--- src/sv/rsi_pkg.sv ---
package rsi_pkg;

  localparam int LIMB_W     = 32;
  localparam int MAC_NL     = 3;
  localparam int OP_W       = MAC_NL * LIMB_W;
  localparam int PP_W       = 2 * OP_W;
  localparam int A_W        = 64;
  localparam int B_W        = 67;
  localparam int C_W        = 67;
  localparam int MAG_W      = 66;
  localparam int DL_W       = 134;
  localparam int ROOT_W     = DL_W / 2;
  localparam int T_W        = 69;
  localparam int TMAG_W     = T_W - 1;
  localparam int DEN_W      = A_W + 1;
  localparam int QUO_W      = 32;
  localparam int CFG_ADDR_W = 4;
  localparam int CFG_DATA_W = 32;

  localparam logic [CFG_ADDR_W-1:0] CFG_CENTER_X = 4'd0;
  localparam logic [CFG_ADDR_W-1:0] CFG_CENTER_Y = 4'd1;
  localparam logic [CFG_ADDR_W-1:0] CFG_CENTER_Z = 4'd2;
  localparam logic [CFG_ADDR_W-1:0] CFG_RADIUS   = 4'd3;

  localparam logic [QUO_W-1:0] DIST_MIN = 32'h8000_0000;
  localparam logic [QUO_W-1:0] DIST_MAX = 32'h7FFF_FFFF;

  typedef struct packed {
    logic signed [31:0] dir_x;
    logic signed [31:0] dir_y;
    logic signed [31:0] dir_z;
    logic signed [31:0] origin_x;
    logic signed [31:0] origin_y;
    logic signed [31:0] origin_z;
  } in_req_t;

  typedef struct packed {
    logic               hit;
    logic signed [31:0] distance;
    logic               degenerate;
  } out_res_t;

  typedef struct packed {
    logic signed [B_W-1:0] b;
    logic [A_W-1:0]        a;
    logic                  degen;
  } mac_side_t;

  typedef struct packed {
    logic signed [B_W-1:0] b;
    logic [A_W-1:0]        a;
    logic                  dneg;
    logic                  degen;
  } sq_side_t;

  typedef struct packed {
    logic ovf;
    logic nneg;
    logic dneg;
    logic degen;
  } div_flags_t;

endpackage

--- src/sv/rsi_mac_cell.sv ---
module rsi_mac_cell import rsi_pkg::*; #(
  parameter int I  = 0,
  parameter int J  = 0,
  parameter int SW = 1
) (
  input  logic            clk,
  input  logic            en,
  input  logic [OP_W-1:0] x_in,
  input  logic [OP_W-1:0] y_in,
  input  logic [PP_W-1:0] acc_in,
  input  logic [SW-1:0]   side_in,
  output logic [OP_W-1:0] x_out,
  output logic [OP_W-1:0] y_out,
  output logic [PP_W-1:0] acc_out,
  output logic [SW-1:0]   side_out
);

  logic [2*LIMB_W-1:0] pp;
  logic [PP_W-1:0]     acc_nxt;
  logic [OP_W-1:0]     x_r, y_r;
  logic [PP_W-1:0]     acc_r;
  logic [SW-1:0]       side_r;

  assign pp      = (2*LIMB_W)'(x_in[I*LIMB_W +: LIMB_W]) *
                   (2*LIMB_W)'(y_in[J*LIMB_W +: LIMB_W]);
  assign acc_nxt = acc_in + (PP_W'(pp) << (LIMB_W * (I + J)));

  always_ff @(posedge clk) begin
    if (en) begin
      x_r    <= x_in;
      y_r    <= y_in;
      acc_r  <= acc_nxt;
      side_r <= side_in;
    end
  end

  assign x_out    = x_r;
  assign y_out    = y_r;
  assign acc_out  = acc_r;
  assign side_out = side_r;

endmodule

--- config.mk ---
export PLATFORM = sky130hd
export DESIGN_NAME = rsi_mac_cell
export DESIGN_NICKNAME = d
export VERILOG_FILES = /design/src/sv/rsi_pkg.sv /design/src/sv/rsi_mac_cell.sv
export SDC_FILE = /design/constraint.sdc
export NUM_CORES = 2
export LEC_CHECK = 0
export BUFFER_PORTS_ARGS = -buffer_cell sky130_fd_sc_hd__buf_2
export CAP_MARGIN = 0
export CORE_MARGIN = 5
export CORE_UTILIZATION = 51
export DETAILED_ROUTE_END_ITERATION = 10
export PLACE_DENSITY = 0.73
export SLEW_MARGIN = 20
export SYNTH_ARGS = -nofsm -noshare
export SYNTH_HDL_FRONTEND = slang
export SYNTH_SLANG_ARGS = --single-unit
--- constraint.sdc ---
create_clock -name clk -period 10.7 [get_ports clk]
set_input_delay 2.14 -clock clk [delete_from_list [all_inputs] [get_ports clk]]
set_output_delay 2.14 -clock clk [all_outputs]
set_load 0.01 [all_outputs]
Word-level counts from Yosys, hierarchy flattened
Cells that the tools add are included.
Word-level totals
  bits in registers: 385
Operators by class
  $add $sub $neg: 1
  $mul: 1
Operators with widths (count)
  192-bit by 64-bit adder with 192-bit output: 1
  32-bit by 32-bit multiplier with 64-bit output: 1

Longest topological paths before layout
  depth in word-level cells: 2
  gate-level depth with buffers: 29

Least setup slack after synthesis
Ideal clock, no wire load.
  path type: input to register
  start: input port y_in[4]
  end: register acc_r[149], in the netlist acc_out[149] (data pin)
  data required time: 10.442 ns
  stages on the path: 28
  slack: 0.913 ns
  library setup time: 0.258 ns
  buffers on the path: 2
  data arrival time: 9.529 ns
  cell sequence: clkbuf_1 > and2_1 > fa_1 > inv_1 > fa_1 > inv_1 > fa_1 > inv_1 > fa_1 > inv_1 > fa_1 > fa_1 > fa_1 > inv_1 > fa_1 > inv_1 > ha_1 > clkbuf_1 > nand2_1 > nor2_1 > nand4_1 > a211oi_1 > o21a_1 > a31oi_1 > o41ai_4 > nand3_1 > or3_1 > xnor2_1
Between the ends
  longest elaborated chain between the ends: 2
Ends and longest elaborated chain
  start, declared: line rsi_mac_cell.sv:9  | input logic [OP_W-1:0] y_in,
  32-bit by 32-bit multiplier with 64-bit output: line rsi_mac_cell.sv:24  | assign pp = (2*LIMB_W)'(x_in[I*LIMB_W +: LIMB_W]) *
  192-bit by 64-bit adder with 192-bit output: line rsi_mac_cell.sv:26  | assign acc_nxt = acc_in + (PP_W'(pp) << (LIMB_W * (I + J)));
  named net acc_nxt[149]: line rsi_mac_cell.sv:19  | logic [PP_W-1:0] acc_nxt;
  end signal, assigned: line rsi_mac_cell.sv:32  | acc_r <= acc_nxt;
  end, declared: line rsi_mac_cell.sv:21  | logic [PP_W-1:0] acc_r;
The timed path passes the listed nets, and every way through them passes these cells.
A chain may end at the register's enable or synchronous reset.

Worst setup path after layout
  start: input port y_in[10]
  end: register acc_r[171], in the netlist acc_out[171] (data pin)
Same word-level chain as after synthesis.

==> flow_summary.ini <==
[cells_and_area]
nNetsFinal = 7359
nFillCells = 8489
layout-drive-gt1-share_pct = 17.2
synthToLayoutAreaGrowth_pct = 14.8
fin_util_pct = 58.9
postLayoutCellArea_um2 = 57900
seqCellArea_um2 = 11600
multi_input_area_um2 = 33900

[grt]
grt_pass1_wl_mm = 285
grt.overflow.total = 0
grt_use_met2_pct = 56.2
grt_use_met3_pct = 9.68
groute.usage.overall_pct = 36.6
grt_max_degree = 149
grt_use_met1_pct = 48.5
grt_pass1_vias = 42100
antenna_found_initial = 55
top_usage_layer = met2

[yosys]
yosysMostFrequentCell = inv_1
yosysUniqueCellTypes = 61
yosys-top-cells-area = fa_1 38%, edfxtp_1 23%, inv_1 8.2%
synth_edf_count = 385
synth_common_cells = 1098 x inv_1, 962 x fa_1, 698 x nand2_1
syn_area_um2 = 50500
synth_top_area_share_pct = 38.2
syn-num-nets = 6633
netlist_instances = 5025
ys_async_sr_fraction_pct = 0
ys_warn_count = 0
ys.flop_type = edfxtp_1
synth-seq-cells = 385
synth-seq-area-share_pct = 22.9
avgSynthCellArea_um2 = 10.0
yosysTopAreaCell = fa_1

[setup_path]
path_class = in -> reg
cp-end-kind = register
critical_path_arrival_ns = 10.74
worstPathRequired_ns = 11.06
crit_path_start_kind = input pin
crit_fanout = 29

[floorplanning]
fp.dieH_um = 325
initial_utilization_pct = 51.3
rows = 115
die_x_um = 325
ios = 772
design.core.area_um2 = 98300
die_area_um2 = 105000

[clocking]
clkSinkCount = 385
ctsResizeCount = 0
cts_tree = built
numCtsBuffers = 47
clock_path_buffers = 3
cts-hold-fix-buffers = 0
cts.reportedPaths.clkPinSlew_ns = 0.08
h-tree-depth = 2
cts_setup_buffers = 0
cts_root_buffer = clkbuf_16

[place]
gp_congestion = 0.972
io_buffers = 771
hpwl_mm = 163
place_area_um2 = 56100

[routing]
vias_per_cell = 5.58
drt_first_pass_iters = 8
via_count = 39700
drtAntennaViolNets = 0
totalWireLength_mm = 192
drc_errors = 0
wl_per_cell_um = 27.0
dr.first_iter.drc_count = 3769

[timing]
worst_slew_margin_rel_pct = 28.9
timing.fmax_mhz = 96.3
rsz0062_at_grt = false
tightest_slew_ns = 1.06
period_needed_ns = 10.38
maxSlewViolCount = 0
setup_viol = 0
hold_viol = 0
period_share_pct = 97.0

[hold_path]
min_path_type = in -> reg

[status]
outcome = completed

[run]
cap_violations = 0
[cell families after synthesis]
group                      after synthesis  synth area share [%]
and+or+nand+nor                       1650                  16.2
buffers and inverters                 1326                  9.89
adders and majority gates             1221                  44.6
DFF                                    385                  22.9
AOI/OAI and AO/OA                      256                  3.14
xor gates and xnor gates               187                  3.25
[through the flow]
stage               hold slack [ns]  setup TNS [ns]  instances  setup WS, ns
global placement               2.32          -0.132       6989       -0.0620
CTS                            1.64               0       7075         0.523
floorplan                      2.24               0       5025         0.913
detailed placement             2.32          -0.124       6989       -0.0793
finish                         1.68               0       7105         0.317
global route                   1.65               0       7093        0.0929
[metal layers]
metal  vias up  wire [um]
met5         -         84
met4        16      11800
met3       446      20500
met2      2268      86400
met1     20200      72900
li1      16700          -
[flip-flops by register name, indices dropped and copies added (netlist names)]
| name | flops |
|---|---|
| side_out | 1 |
| y_out | 96 |
| acc_out | 192 |
| x_out | 96 |
[worst max-delay path, stage by stage]
cell     delay [ns]
buf_2          0.57
nand2_1        0.18
fa_1           0.44
inv_1          0.09
fa_1           0.42
fa_1           0.52
inv_1          0.07
fa_1           0.54
inv_1          0.05
fa_1           0.52
fa_1           0.47
fa_1           0.56
inv_1          0.08
fa_1           0.60
inv_1          0.07
ha_1           0.39
nand4_1        0.23
nor4_1         0.32
o31a_1         0.26
o31ai_1        0.12
a31o_2         0.30
o21ai_1        0.29
a311o_1        0.28
buf_4          0.21
and3b_1        0.48
nand4_1        0.28
xnor2_1        0.23
[cells in the final DEF, fill, tap and decap left out, drive strengths merged, types with 8 or more instances in the layout]
master / netlist / final
a21boi: 9 / 9
nand4: 70 / 70
edfxtp: 385 / 385
clkbuf: 220 / 56
buf: 8 / 905
and3: 26 / 26
bufinv: 0 / 13
nor2b: 13 / 13
or3: 18 / 18
or4: 9 / 9
a21o: 20 / 20
a21oi: 99 / 99
inv: 1098 / 1100
fa: 962 / 962
nor4: 33 / 33
o21a: 10 / 10
a31oi: 10 / 10
xor2: 100 / 100
o21bai: 13 / 13
ha: 259 / 259
nand3: 78 / 78
a211oi: 9 / 9
o21ai: 61 / 61
nand2: 698 / 698
nor2: 124 / 124
diode: 0 / 30
and2: 496 / 496
xnor2: 87 / 87
nor3: 56 / 56
and4: 8 / 8
clkinv: 0 / 13
[layout make-up]
type                    count  area share (%)
clock inverters            30           0.860
inverters                1098            7.12
diodes                     30           0.130
well taps                1287            2.78
repair buffers            905            8.52
flip-flops and latches    385            20.0
clock buffers              56            2.09
multi-input cells        3314            58.5
[worst paths after layout]
kind	start	to	slack, ns	cells after the start
min	x_in[84]	x_out[84]	1.68	1
max	y_in[10]	acc_out[171]	0.32	27
Power is not shown: default switching activity piles up to over one toggle a cycle in this logic, so the estimate is an artifact.
