## config.mk

```make
export PLATFORM = sky130hd
export DESIGN_NAME = rsi_sqrt_cell
export DESIGN_NICKNAME = d
export VERILOG_FILES = /design/src/sv/rsi_pkg.sv /design/src/sv/rsi_sqrt_cell.sv
export SDC_FILE = /design/constraint.sdc
export NUM_CORES = 1
export LEC_CHECK = 0
export ABC_CLOCK_PERIOD_IN_PS = 8600
export BUFFER_PORTS_ARGS = -buffer_cell sky130_fd_sc_hd__buf_2
export CAP_MARGIN = 30
export CORE_AREA = 8 8 205 207
export CTS_CLUSTER_SIZE = 8
export DETAILED_ROUTE_END_ITERATION = 6
export DIE_AREA = 0 0 213 215
export SYNTH_ARGS = -nofsm -noshare
export SYNTH_HDL_FRONTEND = slang
export SYNTH_SLANG_ARGS = --single-unit
```

## constraint.sdc

```tcl
create_clock -name clk -period 8.6 [get_ports clk]
set_input_delay 0.43 -clock clk [delete_from_list [all_inputs] [get_ports clk]]
set_output_delay 0.43 -clock clk [all_outputs]
set_load 0.05 [all_outputs]
```

## src/sv/rsi_pkg.sv

```systemverilog
package rsi_pkg;

  localparam int LIMB_W     = 32;
  localparam int MAC_NL     = 3;
  localparam int OP_W       = MAC_NL * LIMB_W;
  localparam int PP_W       = 2 * OP_W;
  localparam int A_W        = 64;
  localparam int B_W        = 67;
  localparam int C_W        = 67;
  localparam int MAG_W      = 66;
  localparam int DL_W       = 134;
  localparam int ROOT_W     = DL_W / 2;
  localparam int T_W        = 69;
  localparam int TMAG_W     = T_W - 1;
  localparam int DEN_W      = A_W + 1;
  localparam int QUO_W      = 32;
  localparam int CFG_ADDR_W = 4;
  localparam int CFG_DATA_W = 32;

  localparam logic [CFG_ADDR_W-1:0] CFG_CENTER_X = 4'd0;
  localparam logic [CFG_ADDR_W-1:0] CFG_CENTER_Y = 4'd1;
  localparam logic [CFG_ADDR_W-1:0] CFG_CENTER_Z = 4'd2;
  localparam logic [CFG_ADDR_W-1:0] CFG_RADIUS   = 4'd3;

  localparam logic [QUO_W-1:0] DIST_MIN = 32'h8000_0000;
  localparam logic [QUO_W-1:0] DIST_MAX = 32'h7FFF_FFFF;

  typedef struct packed {
    logic signed [31:0] dir_x;
    logic signed [31:0] dir_y;
    logic signed [31:0] dir_z;
    logic signed [31:0] origin_x;
    logic signed [31:0] origin_y;
    logic signed [31:0] origin_z;
  } in_req_t;

  typedef struct packed {
    logic               hit;
    logic signed [31:0] distance;
    logic               degenerate;
  } out_res_t;

  typedef struct packed {
    logic signed [B_W-1:0] b;
    logic [A_W-1:0]        a;
    logic                  degen;
  } mac_side_t;

  typedef struct packed {
    logic signed [B_W-1:0] b;
    logic [A_W-1:0]        a;
    logic                  dneg;
    logic                  degen;
  } sq_side_t;

  typedef struct packed {
    logic ovf;
    logic nneg;
    logic dneg;
    logic degen;
  } div_flags_t;

endpackage

```

## src/sv/rsi_sqrt_cell.sv

```systemverilog
module rsi_sqrt_cell import rsi_pkg::*; #(
  parameter int QW = 67,
  parameter int SW = 1
) (
  input  logic              clk,
  input  logic              en,
  input  logic [2*QW-1:0]   rad_in,
  input  logic [QW:0]       rem_in,
  input  logic [QW-1:0]     root_in,
  input  logic [SW-1:0]     side_in,
  output logic [2*QW-1:0]   rad_out,
  output logic [QW:0]       rem_out,
  output logic [QW-1:0]     root_out,
  output logic [SW-1:0]     side_out
);

  logic [QW+2:0]   rt, trial;
  logic            ge;
  logic [QW:0]     rem_nxt;
  logic [2*QW-1:0] rad_r;
  logic [QW:0]     rem_r;
  logic [QW-1:0]   root_r;
  logic [SW-1:0]   side_r;

  assign rt      = {rem_in, rad_in[2*QW-1 -: 2]};
  assign trial   = (QW+3)'({root_in, 2'b01});
  assign ge      = rt >= trial;
  assign rem_nxt = ge ? (QW+1)'(rt - trial) : (QW+1)'(rt);

  always_ff @(posedge clk) begin
    if (en) begin
      rad_r  <= {rad_in[2*QW-3:0], 2'b00};
      rem_r  <= rem_nxt;
      root_r <= {root_in[QW-2:0], ge};
      side_r <= side_in;
    end
  end

  assign rad_out  = rad_r;
  assign rem_out  = rem_r;
  assign root_out = root_r;
  assign side_out = side_r;

endmodule

```

**After elaboration in Yosys (flattened, before gate mapping)**

Index checks and enable logic that the tools add are counted.

- Latch bits: 0
- Output and inout bits: 270
- Bits of input ports: 272
- Memory bits (writable): 0
- Word-level logic and storage cells: 7
- Memories kept: 0
- ROM bits: 0
- Bits in registers: 268

- Shift-type cells: 0
- Equality and inequality tests: 0
- Magnitude comparators: 1
- Div/mod/pow operators: 0
- Reduce and logical (&&, ||, !) cells: 0
- Bitwise gates (word level): 0
- Muxes and demuxes: 1
- Add/subtract/negate cells: 1
- Multipliers: 0

Operators by type and width:

| kind | number |
|---|---|
| >= comparator 70 x 69 -> 1 bit | 1 |
| two-way mux 68 bit | 1 |
| subtractor 68 bit | 1 |

**Logic depth before layout (Yosys ltp)**

- Word-level depth: 2
- Depth in mapped cells: 15
- Depth with buffers taken out: 12

**Worst setup path before layout**

Ideal clock, no wire load.

- Kind: input port to flip-flop
- Start point: in root_in[33]
- End point: reg rem_r[61] (netlist: rem_out[61]), data pin
- Cell stages on the path: 13
- Buffers on the path: 3
- Data required time: 8.338 ns
- Slack: 5.496 ns
- Library setup time: 0.262 ns
- Data arrival time: 2.842 ns
- Cells stage by stage: inv_1 ha_1 buf_2 nand4_1 or4_1 a21o_1 a21oi_2 o21a_2 o211ai_2 a21oi_2 buf_6 buf_4 mux2_1

- Word-level cells in the longest chain between the ends: 2
- Elaborated cells between the ends (all ways): 3
- Classes of those cells: add/sub: 1; order compare: 1; mux: 1

Ends and longest elaborated chain:

| item | line | source |
|---|---|---|
| start, declared | rsi_sqrt_cell.sv:9 | `input logic [QW-1:0] root_in,` |
| subtractor 68 bit or >= comparator 70 x 69 -> 1 bit (tied branches) | rsi_sqrt_cell.sv:28, rsi_sqrt_cell.sv:27 |  |
| two-way mux 68 bit (*) | rsi_sqrt_cell.sv:28 | `assign rem_nxt = ge ? (QW+1)'(rt - trial) : (QW+1)'(rt);` |
| via rem_nxt[61] | rsi_sqrt_cell.sv:19 | `logic [QW:0] rem_nxt;` |
| end signal, assigned | rsi_sqrt_cell.sv:33 | `rem_r <= rem_nxt;` |
| end, declared | rsi_sqrt_cell.sv:21 | `logic [QW:0] rem_r;` |

Mark *: on every way through the listed nets, which the timed path passes. The rest lies on a longest branch.
A chain may end at the register's enable or synchronous reset.

**Worst setup path in the final report**

- Start point: in root_in[4]
- End point: reg rem_r[22] (netlist: rem_out[22]), data pin

Same word-level chain as after synthesis.

==> results.sh <==
export IMPL_fin_area_um2=17700
export IMPL_die_y_um=215
export IMPL_yosysWarnings=0
export IMPL_min_path_type="in2reg"
export IMPL_worst_setup_path_type="in2reg"
export IMPL_critPathArrivalTime_ns=4.33
export IMPL_path_clk_slew_ns=0.05
export IMPL_hold_viol=0
export IMPL_synth_area_um2=13400
export IMPL_core_region_area_um2=39000
export IMPL_power_leakage_nw=7.74
export IMPL_syn_inst=1076
export IMPL_drtIter0Drc=691
export IMPL_wirelength_um=48700
export IMPL_relSlewSlack_pct=24.5
export IMPL_drc=0
export IMPL_rsz0062_at_grt="false"
export IMPL_hold_buffers=0
export IMPL_worst_setup_path_start_kind="input pin"
export IMPL_routed_via_density=5.01
export IMPL_initial_core_util_pct=34.3
export IMPL_outcome="finished clean"
export IMPL_crit_required_ns=8.88
export IMPL_drive_gt1_share_pct=39.7
export IMPL_num_fill_cells=3716
export IMPL_post_cts_buffers=0
export IMPL_period_share_pct=47.1
export IMPL_min_period_ns=4.05
export IMPL_rows=73
export IMPL_wl_per_cell_um=22.6
export IMPL_drv_cap=0
export IMPL_finalSetupViolCount=0
export IMPL_ys_seq_area_share_pct=60.1
export IMPL_ir_drop_mv=0.121
export IMPL_grt_pass1_wl_um=69500
export IMPL_synth_seq_cells=268
export IMPL_gp_congestion=0.878
export IMPL_cts_tree="built"
export IMPL_async_reset_ff_share_pct=0
export IMPL_cts_sinks=268
export IMPL_antenna_left=0
export IMPL_grt_max_degree=169
export IMPL_grtUsageTotal_pct=20.1
export IMPL_synth_area_leaders="edfxtp_1 (60%), ha_1 (6.4%), mux2_2 (3.9%)"
export IMPL_synth_edf_count=268
export IMPL_max_freq_mhz=247
export IMPL_via_count=10800
export IMPL_slew_violations=0
export IMPL_cp_max_fo=58
export IMPL_avgSynthCellArea_um2=12.5
export IMPL_cts_buffer_depth=3
export IMPL_dr_pass1_iters=5
export IMPL_antenna_found_initial=13
export IMPL_die_x_um=213
export IMPL_cts_root_buf="clkbuf_16"
export IMPL_numCtsBuffers=40
export IMPL_ys_flop_type="edfxtp_1"
export IMPL_cp_end_kind="flip-flop"
export IMPL_fin_nets=1959
export IMPL_die_area_um2=45800
export IMPL_powerDensity_nw_per_um2=237
export IMPL_fin_tns_setup_ns=0
export IMPL_cts_resized_gates=0
export IMPL_dp_hpwl_um=39200
export IMPL_synthToLayoutAreaGrowth_pct=32.0
export IMPL_dpl_instance_area_um2=16600
export IMPL_grt_pass1_vias=11100
export IMPL_io_buffers=539
export IMPL_h_tree_depth=2
export IMPL_yosysTopAreaCell="edfxtp_1"
export IMPL_worstMarginPinSlew_ns=1.13
export IMPL_synth_distinct_cells=65
export IMPL_grt_ovfl_total=0
export IMPL_num_io_pins=542
export IMPL_synth_top_area_share_pct=60.1
## worst paths after layout
path | startpoint | endpoint | slack, ns | cells past startpoint
max | root_in[4] | rem_out[22] | 4.55 | 13
min | rad_in[2] | rad_out[4] | 0.06 | 1
## critical path, stage by stage
cell and delay (ns):
buf_2 0.09, inv_1 0.05, ha_1 0.37, and3_1 0.28, nand3_1 0.16, a211oi_1 0.46
o21bai_2 0.18, a21oi_2 0.19, o21a_2 0.20, o211ai_2 0.10, a21oi_4 0.58, buf_4 0.74
mux2_2 0.42
## area by class of cell
class | instances | area, um^2 | share of cell area [%]
clock inverters | 6 | 42.5 | 0.241
well taps | 525 | 657 | 3.72
flip-flops and latches | 268 | 8050 | 45.5
multi-input cells | 683 | 4850 | 27.4
clock buffers | 42 | 1010 | 5.70
diodes | 10 | 25.0 | 0.142
repair buffers | 541 | 2740 | 15.5
inverters | 84 | 315 | 1.78
## cells by family (layout without fill, tap and decap cells)
group	after synthesis	in the layout	share of synthesized area [%]
AND/OR/NAND/NOR	226	226	8.03
other	1	12	0.0280
AO/OA/AOI/OAI	269	269	12.9
XOR/XNOR	60	60	3.92
adder cells (fa/ha/maj)	69	69	6.44
flip-flops	268	268	60.1
buffers and inverters	126	673	3.83
multiplexers	57	57	4.78
## power by group
part / internal [W] / switching (W)
combinational: 0.000325 / 0.000853
clock: 0.000822 / 0.000555
sequential: 0.00160 / 0.0000341
total: 0.00275 / 0.00144
## metrics by stage
stage                     std cells  setup slack [ns]  utilization [%]  hold WS, ns  total power (W)
final                          2159              4.55             45.3       0.0635          0.00419
after global placement         2101              3.99             42.6        0.606          0.00283
after detailed placement       2101              3.85             42.6        0.608          0.00284
after global routing           2156              4.23             45.3       0.0404          0.00436
after CTS                      2149              4.42             45.3       0.0261          0.00424
after floorplan                1077              5.50                -        0.529          0.00249
## cells in the final DEF, fill, tap and decap left out, types with 35 or more instances in the layout
cell type / synthesis / final
nor2_1: 53 / 53
buf_2: 8 / 538
a21oi_1: 91 / 91
xnor2_1: 42 / 42
ha_1: 69 / 69
o21ai_0: 44 / 44
a21o_1: 35 / 35
mux2_2: 46 / 46
clkbuf_16: 0 / 40
edfxtp_1: 268 / 268
inv_1: 83 / 83
nand2_1: 71 / 71
## synthesized netlist by cell type, types with 12 or more instances
| cell | count |
|---|---|
| nand2_1 | 71 |
| nand4_1 | 20 |
| ha_1 | 69 |
| mux2_2 | 46 |
| nor2_1 | 53 |
| nand3_1 | 16 |
| edfxtp_1 | 268 |
| xnor2_1 | 42 |
| o21ai_0 | 44 |
| xor2_1 | 18 |
| nor2b_1 | 12 |
| o21bai_1 | 14 |
| nor3_1 | 14 |
| inv_1 | 83 |
| clkbuf_1 | 28 |
| a21o_1 | 35 |
| a21oi_1 | 91 |
## state kept, by name, summed over array words and instances, names as in the netlist
signal,cells
rad_out,132
rem_out,68
root_out,67
side_out,1
## per-layer routing
layer	part of all wire, %	up-vias	routed length [um]	track usage, %
met1	37	5230	17800	21.2
met2	52	401	25200	36.7
met4	3.2	6	1570	7.43
met3	8.3	74	4050	6.20
met5	0.097	-	47	0
li1	-	5110	-	-
No activity file was read; power rests on OpenSTA's default activity.
