[config.mk]
export PLATFORM = sky130hd
export DESIGN_NAME = rsi_div_cell
export DESIGN_NICKNAME = d
export VERILOG_FILES = /design/src/sv/rsi_pkg.sv /design/src/sv/rsi_div_cell.sv
export SDC_FILE = /design/constraint.sdc
export NUM_CORES = 1
export LEC_CHECK = 0
export CELL_PAD_IN_SITES_DETAIL_PLACEMENT = 0
export CELL_PAD_IN_SITES_GLOBAL_PLACEMENT = 2
export CORE_MARGIN = 1
export CORE_UTILIZATION = 39
export CTS_CLUSTER_SIZE = 10
export DETAILED_ROUTE_END_ITERATION = 6
export DONT_BUFFER_PORTS = 1
export PLACE_DENSITY_LB_ADDON = 0.25
export SYNTH_ARGS = -nofsm -noshare
export SYNTH_HDL_FRONTEND = slang
export SYNTH_SLANG_ARGS = --single-unit
[constraint.sdc]
create_clock -name clk -period 4.3 [get_ports clk]
set_clock_uncertainty 0.15 [all_clocks]
set_input_delay 0.86 -clock clk [delete_from_list [all_inputs] [get_ports clk]]
set_output_delay 0.86 -clock clk [all_outputs]
set_load 0.05 [all_outputs]
[src/sv/rsi_pkg.sv]
package rsi_pkg;

  localparam int LIMB_W     = 32;
  localparam int MAC_NL     = 3;
  localparam int OP_W       = MAC_NL * LIMB_W;
  localparam int PP_W       = 2 * OP_W;
  localparam int A_W        = 64;
  localparam int B_W        = 67;
  localparam int C_W        = 67;
  localparam int MAG_W      = 66;
  localparam int DL_W       = 134;
  localparam int ROOT_W     = DL_W / 2;
  localparam int T_W        = 69;
  localparam int TMAG_W     = T_W - 1;
  localparam int DEN_W      = A_W + 1;
  localparam int QUO_W      = 32;
  localparam int CFG_ADDR_W = 4;
  localparam int CFG_DATA_W = 32;

  localparam logic [CFG_ADDR_W-1:0] CFG_CENTER_X = 4'd0;
  localparam logic [CFG_ADDR_W-1:0] CFG_CENTER_Y = 4'd1;
  localparam logic [CFG_ADDR_W-1:0] CFG_CENTER_Z = 4'd2;
  localparam logic [CFG_ADDR_W-1:0] CFG_RADIUS   = 4'd3;

  localparam logic [QUO_W-1:0] DIST_MIN = 32'h8000_0000;
  localparam logic [QUO_W-1:0] DIST_MAX = 32'h7FFF_FFFF;

  typedef struct packed {
    logic signed [31:0] dir_x;
    logic signed [31:0] dir_y;
    logic signed [31:0] dir_z;
    logic signed [31:0] origin_x;
    logic signed [31:0] origin_y;
    logic signed [31:0] origin_z;
  } in_req_t;

  typedef struct packed {
    logic               hit;
    logic signed [31:0] distance;
    logic               degenerate;
  } out_res_t;

  typedef struct packed {
    logic signed [B_W-1:0] b;
    logic [A_W-1:0]        a;
    logic                  degen;
  } mac_side_t;

  typedef struct packed {
    logic signed [B_W-1:0] b;
    logic [A_W-1:0]        a;
    logic                  dneg;
    logic                  degen;
  } sq_side_t;

  typedef struct packed {
    logic ovf;
    logic nneg;
    logic dneg;
    logic degen;
  } div_flags_t;

endpackage

[src/sv/rsi_div_cell.sv]
module rsi_div_cell import rsi_pkg::*; #(
  parameter int DNW = 65,
  parameter int QW  = 32,
  parameter int SW  = 1
) (
  input  logic           clk,
  input  logic           en,
  input  logic [DNW-1:0] rem_in,
  input  logic [DNW-1:0] den_in,
  input  logic [QW-1:0]  num_in,
  input  logic [QW-1:0]  quo_in,
  input  logic [SW-1:0]  side_in,
  output logic [DNW-1:0] rem_out,
  output logic [DNW-1:0] den_out,
  output logic [QW-1:0]  num_out,
  output logic [QW-1:0]  quo_out,
  output logic [SW-1:0]  side_out
);

  logic [DNW:0]   rt;
  logic           ge;
  logic [DNW-1:0] rem_nxt;
  logic [DNW-1:0] rem_r, den_r;
  logic [QW-1:0]  num_r, quo_r;
  logic [SW-1:0]  side_r;

  assign rt      = {rem_in, num_in[QW-1]};
  assign ge      = rt >= {1'b0, den_in};
  assign rem_nxt = ge ? DNW'(rt - {1'b0, den_in}) : DNW'(rt);

  always_ff @(posedge clk) begin
    if (en) begin
      rem_r  <= rem_nxt;
      den_r  <= den_in;
      num_r  <= {num_in[QW-2:0], 1'b0};
      quo_r  <= {quo_in[QW-2:0], ge};
      side_r <= side_in;
    end
  end

  assign rem_out  = rem_r;
  assign den_out  = den_r;
  assign num_out  = num_r;
  assign quo_out  = quo_r;
  assign side_out = side_r;

endmodule

Word level (Yosys, flattened, before mapping)
Index checks and enable logic that the tools add are counted.
- word-level logic and storage cells: 8
- input bits: 197
- flip-flop bits (word level): 194
- muxes and demuxes: 1
- add/sub/neg operators: 1
- order comparisons: 1
- operators with widths (kind ; count):
    greater-or-equal comparator 66 x 65 -> 1 bit ; 1
    2-to-1 mux 65 bit ; 1
    subtractor 65 bit ; 1

Logic depth before layout (Yosys ltp)
- depth in word-level cells: 2
- mapped depth: 15
- gate-level depth less buffers: 13

Worst setup path before layout
OpenSTA, ideal clock, no wires.
- path type: input to register
- start: in num_in[31]
- end: reg rem_r[34], in the netlist rem_out[34], data pin
- arrival time: 3581 ps
- path buffers: 1
- path slack: 309 ps
- cell stages on the path: 13
- path through: inv_1 -> ha_1 -> inv_1 -> fa_1 -> a211oi_2 -> o211ai_1 -> a311oi_2 -> nor3_1 -> o2111ai_1 -> nand2_1 -> a211oi_4 -> buf_6 -> mux2_2
- longest elaborated chain between the ends: 2
- RTL lines (element ; line ; source):
    start, declared ; rsi_div_cell.sv:10 ; input logic [QW-1:0] num_in,
    subtractor 65 bit / greater-or-equal comparator 66 x 65 -> 1 bit (equally long branches) ; rsi_div_cell.sv:29, rsi_div_cell.sv:28 ;
    2-to-1 mux 65 bit (*) ; rsi_div_cell.sv:29 ; assign rem_nxt = ge ? DNW'(rt - {1'b0, den_in}) : DNW'(rt);
    named net rem_nxt[34] ; rsi_div_cell.sv:22 ; logic [DNW-1:0] rem_nxt;
    end signal, assigned ; rsi_div_cell.sv:33 ; rem_r <= rem_nxt;
    end, declared ; rsi_div_cell.sv:23 ; logic [DNW-1:0] rem_r, den_r;
The timed path passes the listed nets; every way through them passes the cells marked *.
A chain may end at the register's enable or synchronous reset.

Worst setup path after layout
Same ends and word-level chain as after synthesis.

==> impl_results.md <==
- Slew Limit Fails: 0
- Crit. End Element: flop
- Clock Tree Buf Depth: 2
- Row cnt: 60
- Worst Setup SP: num_in[31]
- Mapped Area: 0.0107 mm2
- Async SR Flop Fraction: 0%
- Synthesis-to-layout area growth: 11.1%
- Seq/Total Area, Yosys: 54.4%
- Clock Tree Root: clkbuf_16
- Max Clk Rate: 0.257 GHz
- Multi-input gate area: roughly 0.0043 mm2
- Internal power: 3.49 mW
- Via/cell ratio: 5.43
- Final Setup Violations: 0
- Max_cap viols: 0
- Worst-path fanout max: 34
- Yosys reg bits: 194
- Core footprint: 0.0270 mm2
- Cell variety after synth: 64
- CTS clk-pin slew, worst paths: 0.09 ns
- Syn nets: 1,256
- Worst-margin pin slew: 0.696 ns
- Fin crit period: 3.90 ns
- Routability congestion estimate: ~0.8
- GRT Util Overall: 19.8%
- Port buffer count: 0
- Psw: 2.10 mW
- P per Cell Area: 469 mW/mm2
- DR iter-0 viols: ~400
- Crit start category: input pin
- Slew headroom: 53.6%
- Cells after Synth: 993
- Initial Utilization: 39.8%
- First-pass GRT wire length: 42.7 mm
- Tot Pwr: 5.59 mW
- Layout fillers: between 2,000 and 3,000
- Data required, critical path: roughly 4.4 ns
- Critical Path End: rem_out[34]$_DFFE_PP_
- Die height: between 150 and 200 um
- Nets: 1,282
- Crit path arrival time: 3.94 ns
- Avg Cell Area, Syn: 10.8 um2
- Clock power share: 29.1%
- Hold Buf Count CTS: 0
- Max VDD drop: 243 uV
- CTS buffer count: 17
- Num ports: 392
- TritonCTS clock tree: done
- Initial antenna violation count: 0
- Combinational power share: 14.9%
- DIE WIDTH: 168 um
- RSZ-0062 raised after global routing: false
- Hold crit path type: input pin to flop
- FF+latch area: 0.00583 mm2
- Number of global-route vias before repair: 7,455
- Post-synth EDFFs: 194
- Post-CTS setup repair buffer count: 0
- Drt total wl: 28.3 mm
- Pin count of the biggest net entering global routing: just under 200
- DR DRC count: 0
- Switching part of the total: 37.6%
- Die area: 0.0281 mm2
- Seq pwr share: 56.0%
- Status: finished, final reports clean
- Crit Path Class: input pin to flop
- Fin util: 44.2%
- ANT nets after route: 0
- # clock sinks: 194
- Leakage: 4.63 nW
- Hold Worst Slack: about 0.36 ns
- Drt wl/cell: 20.6 um
- Placed Instances: roughly 1,300
- Via count: 7,456
- Post-detail-place hpwl: roughly 22 mm
- H-tree level count: 4
- Post-CTS Resized: 0
- Fin. Hold Viols: 0
- Layout cells sized above 1: 8.53%
- Predominant post-synthesis flop cell: edfxtp_1
- Ant diodes: 0
- Finished Layout Cells: about 1,400
- Syn. warnings: 0
- First-pass DRT Iterations: 6
- Period utilization: around 90%
- GRT overflow: 0
metal layers:
layer	part of all wire (%)	global-route usage (%)	vias up
li1	-	-	3698
met1	44	24.9	3482
met2	48	33.1	265
met3	7.0	6.43	11
met4	0.79	4.27	0
met5	0	0	-
how the worst min path moves through the flow:
stage,start,cells after the start,to
after floorplan,den_in[0],0,den_out[0]$_DFFE_PP_
after global placement,num_in[28],0,num_out[29]$_DFFE_PP_
final,den_in[33],0,den_out[33]$_DFFE_PP_
after global routing,den_in[40],0,den_out[40]$_DFFE_PP_
after CTS,den_in[33],0,den_out[33]$_DFFE_PP_
after detailed placement,quo_in[5],0,quo_out[6]$_DFFE_PP_
synth_stat cells (5+ instances only):
| cell | count | area, um2 |
|---|---|---|
| o211ai_1 | 7 | 52.6 |
| a211oi_1 | 6 | 45.0 |
| xor2_1 | 24 | 210 |
| edfxtp_1 | 194 | 5830 |
| xnor2_1 | 32 | 280 |
| buf_2 | 8 | 40.0 |
| o21ai_0 | 89 | 445 |
| o21bai_1 | 16 | 120 |
| ha_1 | 65 | 813 |
| nand2_1 | 111 | 417 |
| a21oi_1 | 79 | 395 |
| nand3_1 | 23 | 115 |
| or3_1 | 7 | 43.8 |
| o21ai_1 | 13 | 65.1 |
| nor2_1 | 34 | 128 |
| a21o_1 | 25 | 188 |
| buf_6 | 6 | 67.6 |
| nor3_1 | 17 | 85.1 |
| and3_1 | 9 | 56.3 |
| and2_1 | 5 | 31.3 |
| inv_1 | 89 | 334 |
| a31oi_1 | 8 | 50.1 |
| nand4_1 | 25 | 156 |
| o21a_1 | 7 | 52.6 |
| clkbuf_1 | 22 | 82.6 |
| nand2b_1 | 6 | 37.5 |
sequential cells by signal, summed over array words and instances, names as in the netlist:
name / count
den_out: 65
num_out: 31
quo_out: 32
rem_out: 65
side_out: 1
placed cells by master (no fill, tap or decap), drive strengths merged, types with 4 or more instances in the layout:
| master | count |
|---|---|
| o31ai | 4 |
| o21a | 7 |
| nand2 | 111 |
| and3 | 9 |
| a31oi | 8 |
| or3 | 7 |
| a21o | 25 |
| a211oi | 8 |
| edfxtp | 194 |
| nand3 | 23 |
| and2 | 5 |
| nor2 | 34 |
| ha | 65 |
| xnor2 | 32 |
| clkbuf | 17 |
| buf | 46 |
| o211ai | 8 |
| o21bai | 16 |
| xor2 | 24 |
| nor4 | 4 |
| inv | 100 |
| clkinv | 5 |
| nand4 | 25 |
| a21oi | 80 |
| nor3 | 17 |
| o21ai | 102 |
| nand2b | 6 |
| nor2b | 4 |
worst max-delay path, stage by stage:
cell and delay (ns):
inv_1 0.03, ha_1 0.19, inv_1 0.07, fa_1 0.41, a211oi_2 0.29, o211ai_1 0.21
a311oi_2 0.33, buf_4 0.17, nor3_1 0.10, o2111ai_1 0.25, nand2_1 0.12, a211oi_4 0.28
buf_12 0.25, mux2_2 0.35
logic make-up (layout without fill, tap and decap cells):
kind of cell	after synthesis	count (layout)	share of synthesized area [%]
compound gates	286	286	16.4
simple gates	257	257	11.3
flops	194	194	54.4
buf+inv	129	168	5.09
fa+ha+maj	66	66	7.78
xor+xnor	56	56	4.58
mux	4	4	0.397
other cells	1	1	0.0350
metrics by stage:
| step | instance area [um2] | worst slack, ns | setup TNS (ns) |
|---|---|---|---|
| after floorplan | 10700 | 0.309 | 0 |
| after global placement | 11300 | -0.0637 | -0.355 |
| after detailed placement | 11300 | -0.0446 | -0.237 |
| after CTS | 11900 | 0.392 | 0 |
| after global routing | 11900 | 0.106 | 0 |
| final | 11900 | 0.405 | 0 |
power by group through the flow:
stage	sequential, mW	combinational [mW]	clock, mW
final	3.13	0.832	1.63
after CTS	3.13	0.840	1.68
after global routing	3.14	0.940	1.73
after detailed placement	3.17	0.837	0
after floorplan	3.13	0.610	0
after global placement	3.17	0.834	0
cell type report:
| type | count | share of cell area [%] |
|---|---|---|
| inverters | 90 | 2.84 |
| clock buffers | 17 | 3.57 |
| flip-flops and latches | 194 | 48.9 |
| repair buffers | 46 | 3.11 |
| multi-input cells | 670 | 36.5 |
| clock inverters | 15 | 1.46 |
| well taps | 341 | 3.58 |
No activity file was read; power rests on OpenSTA's default activity.
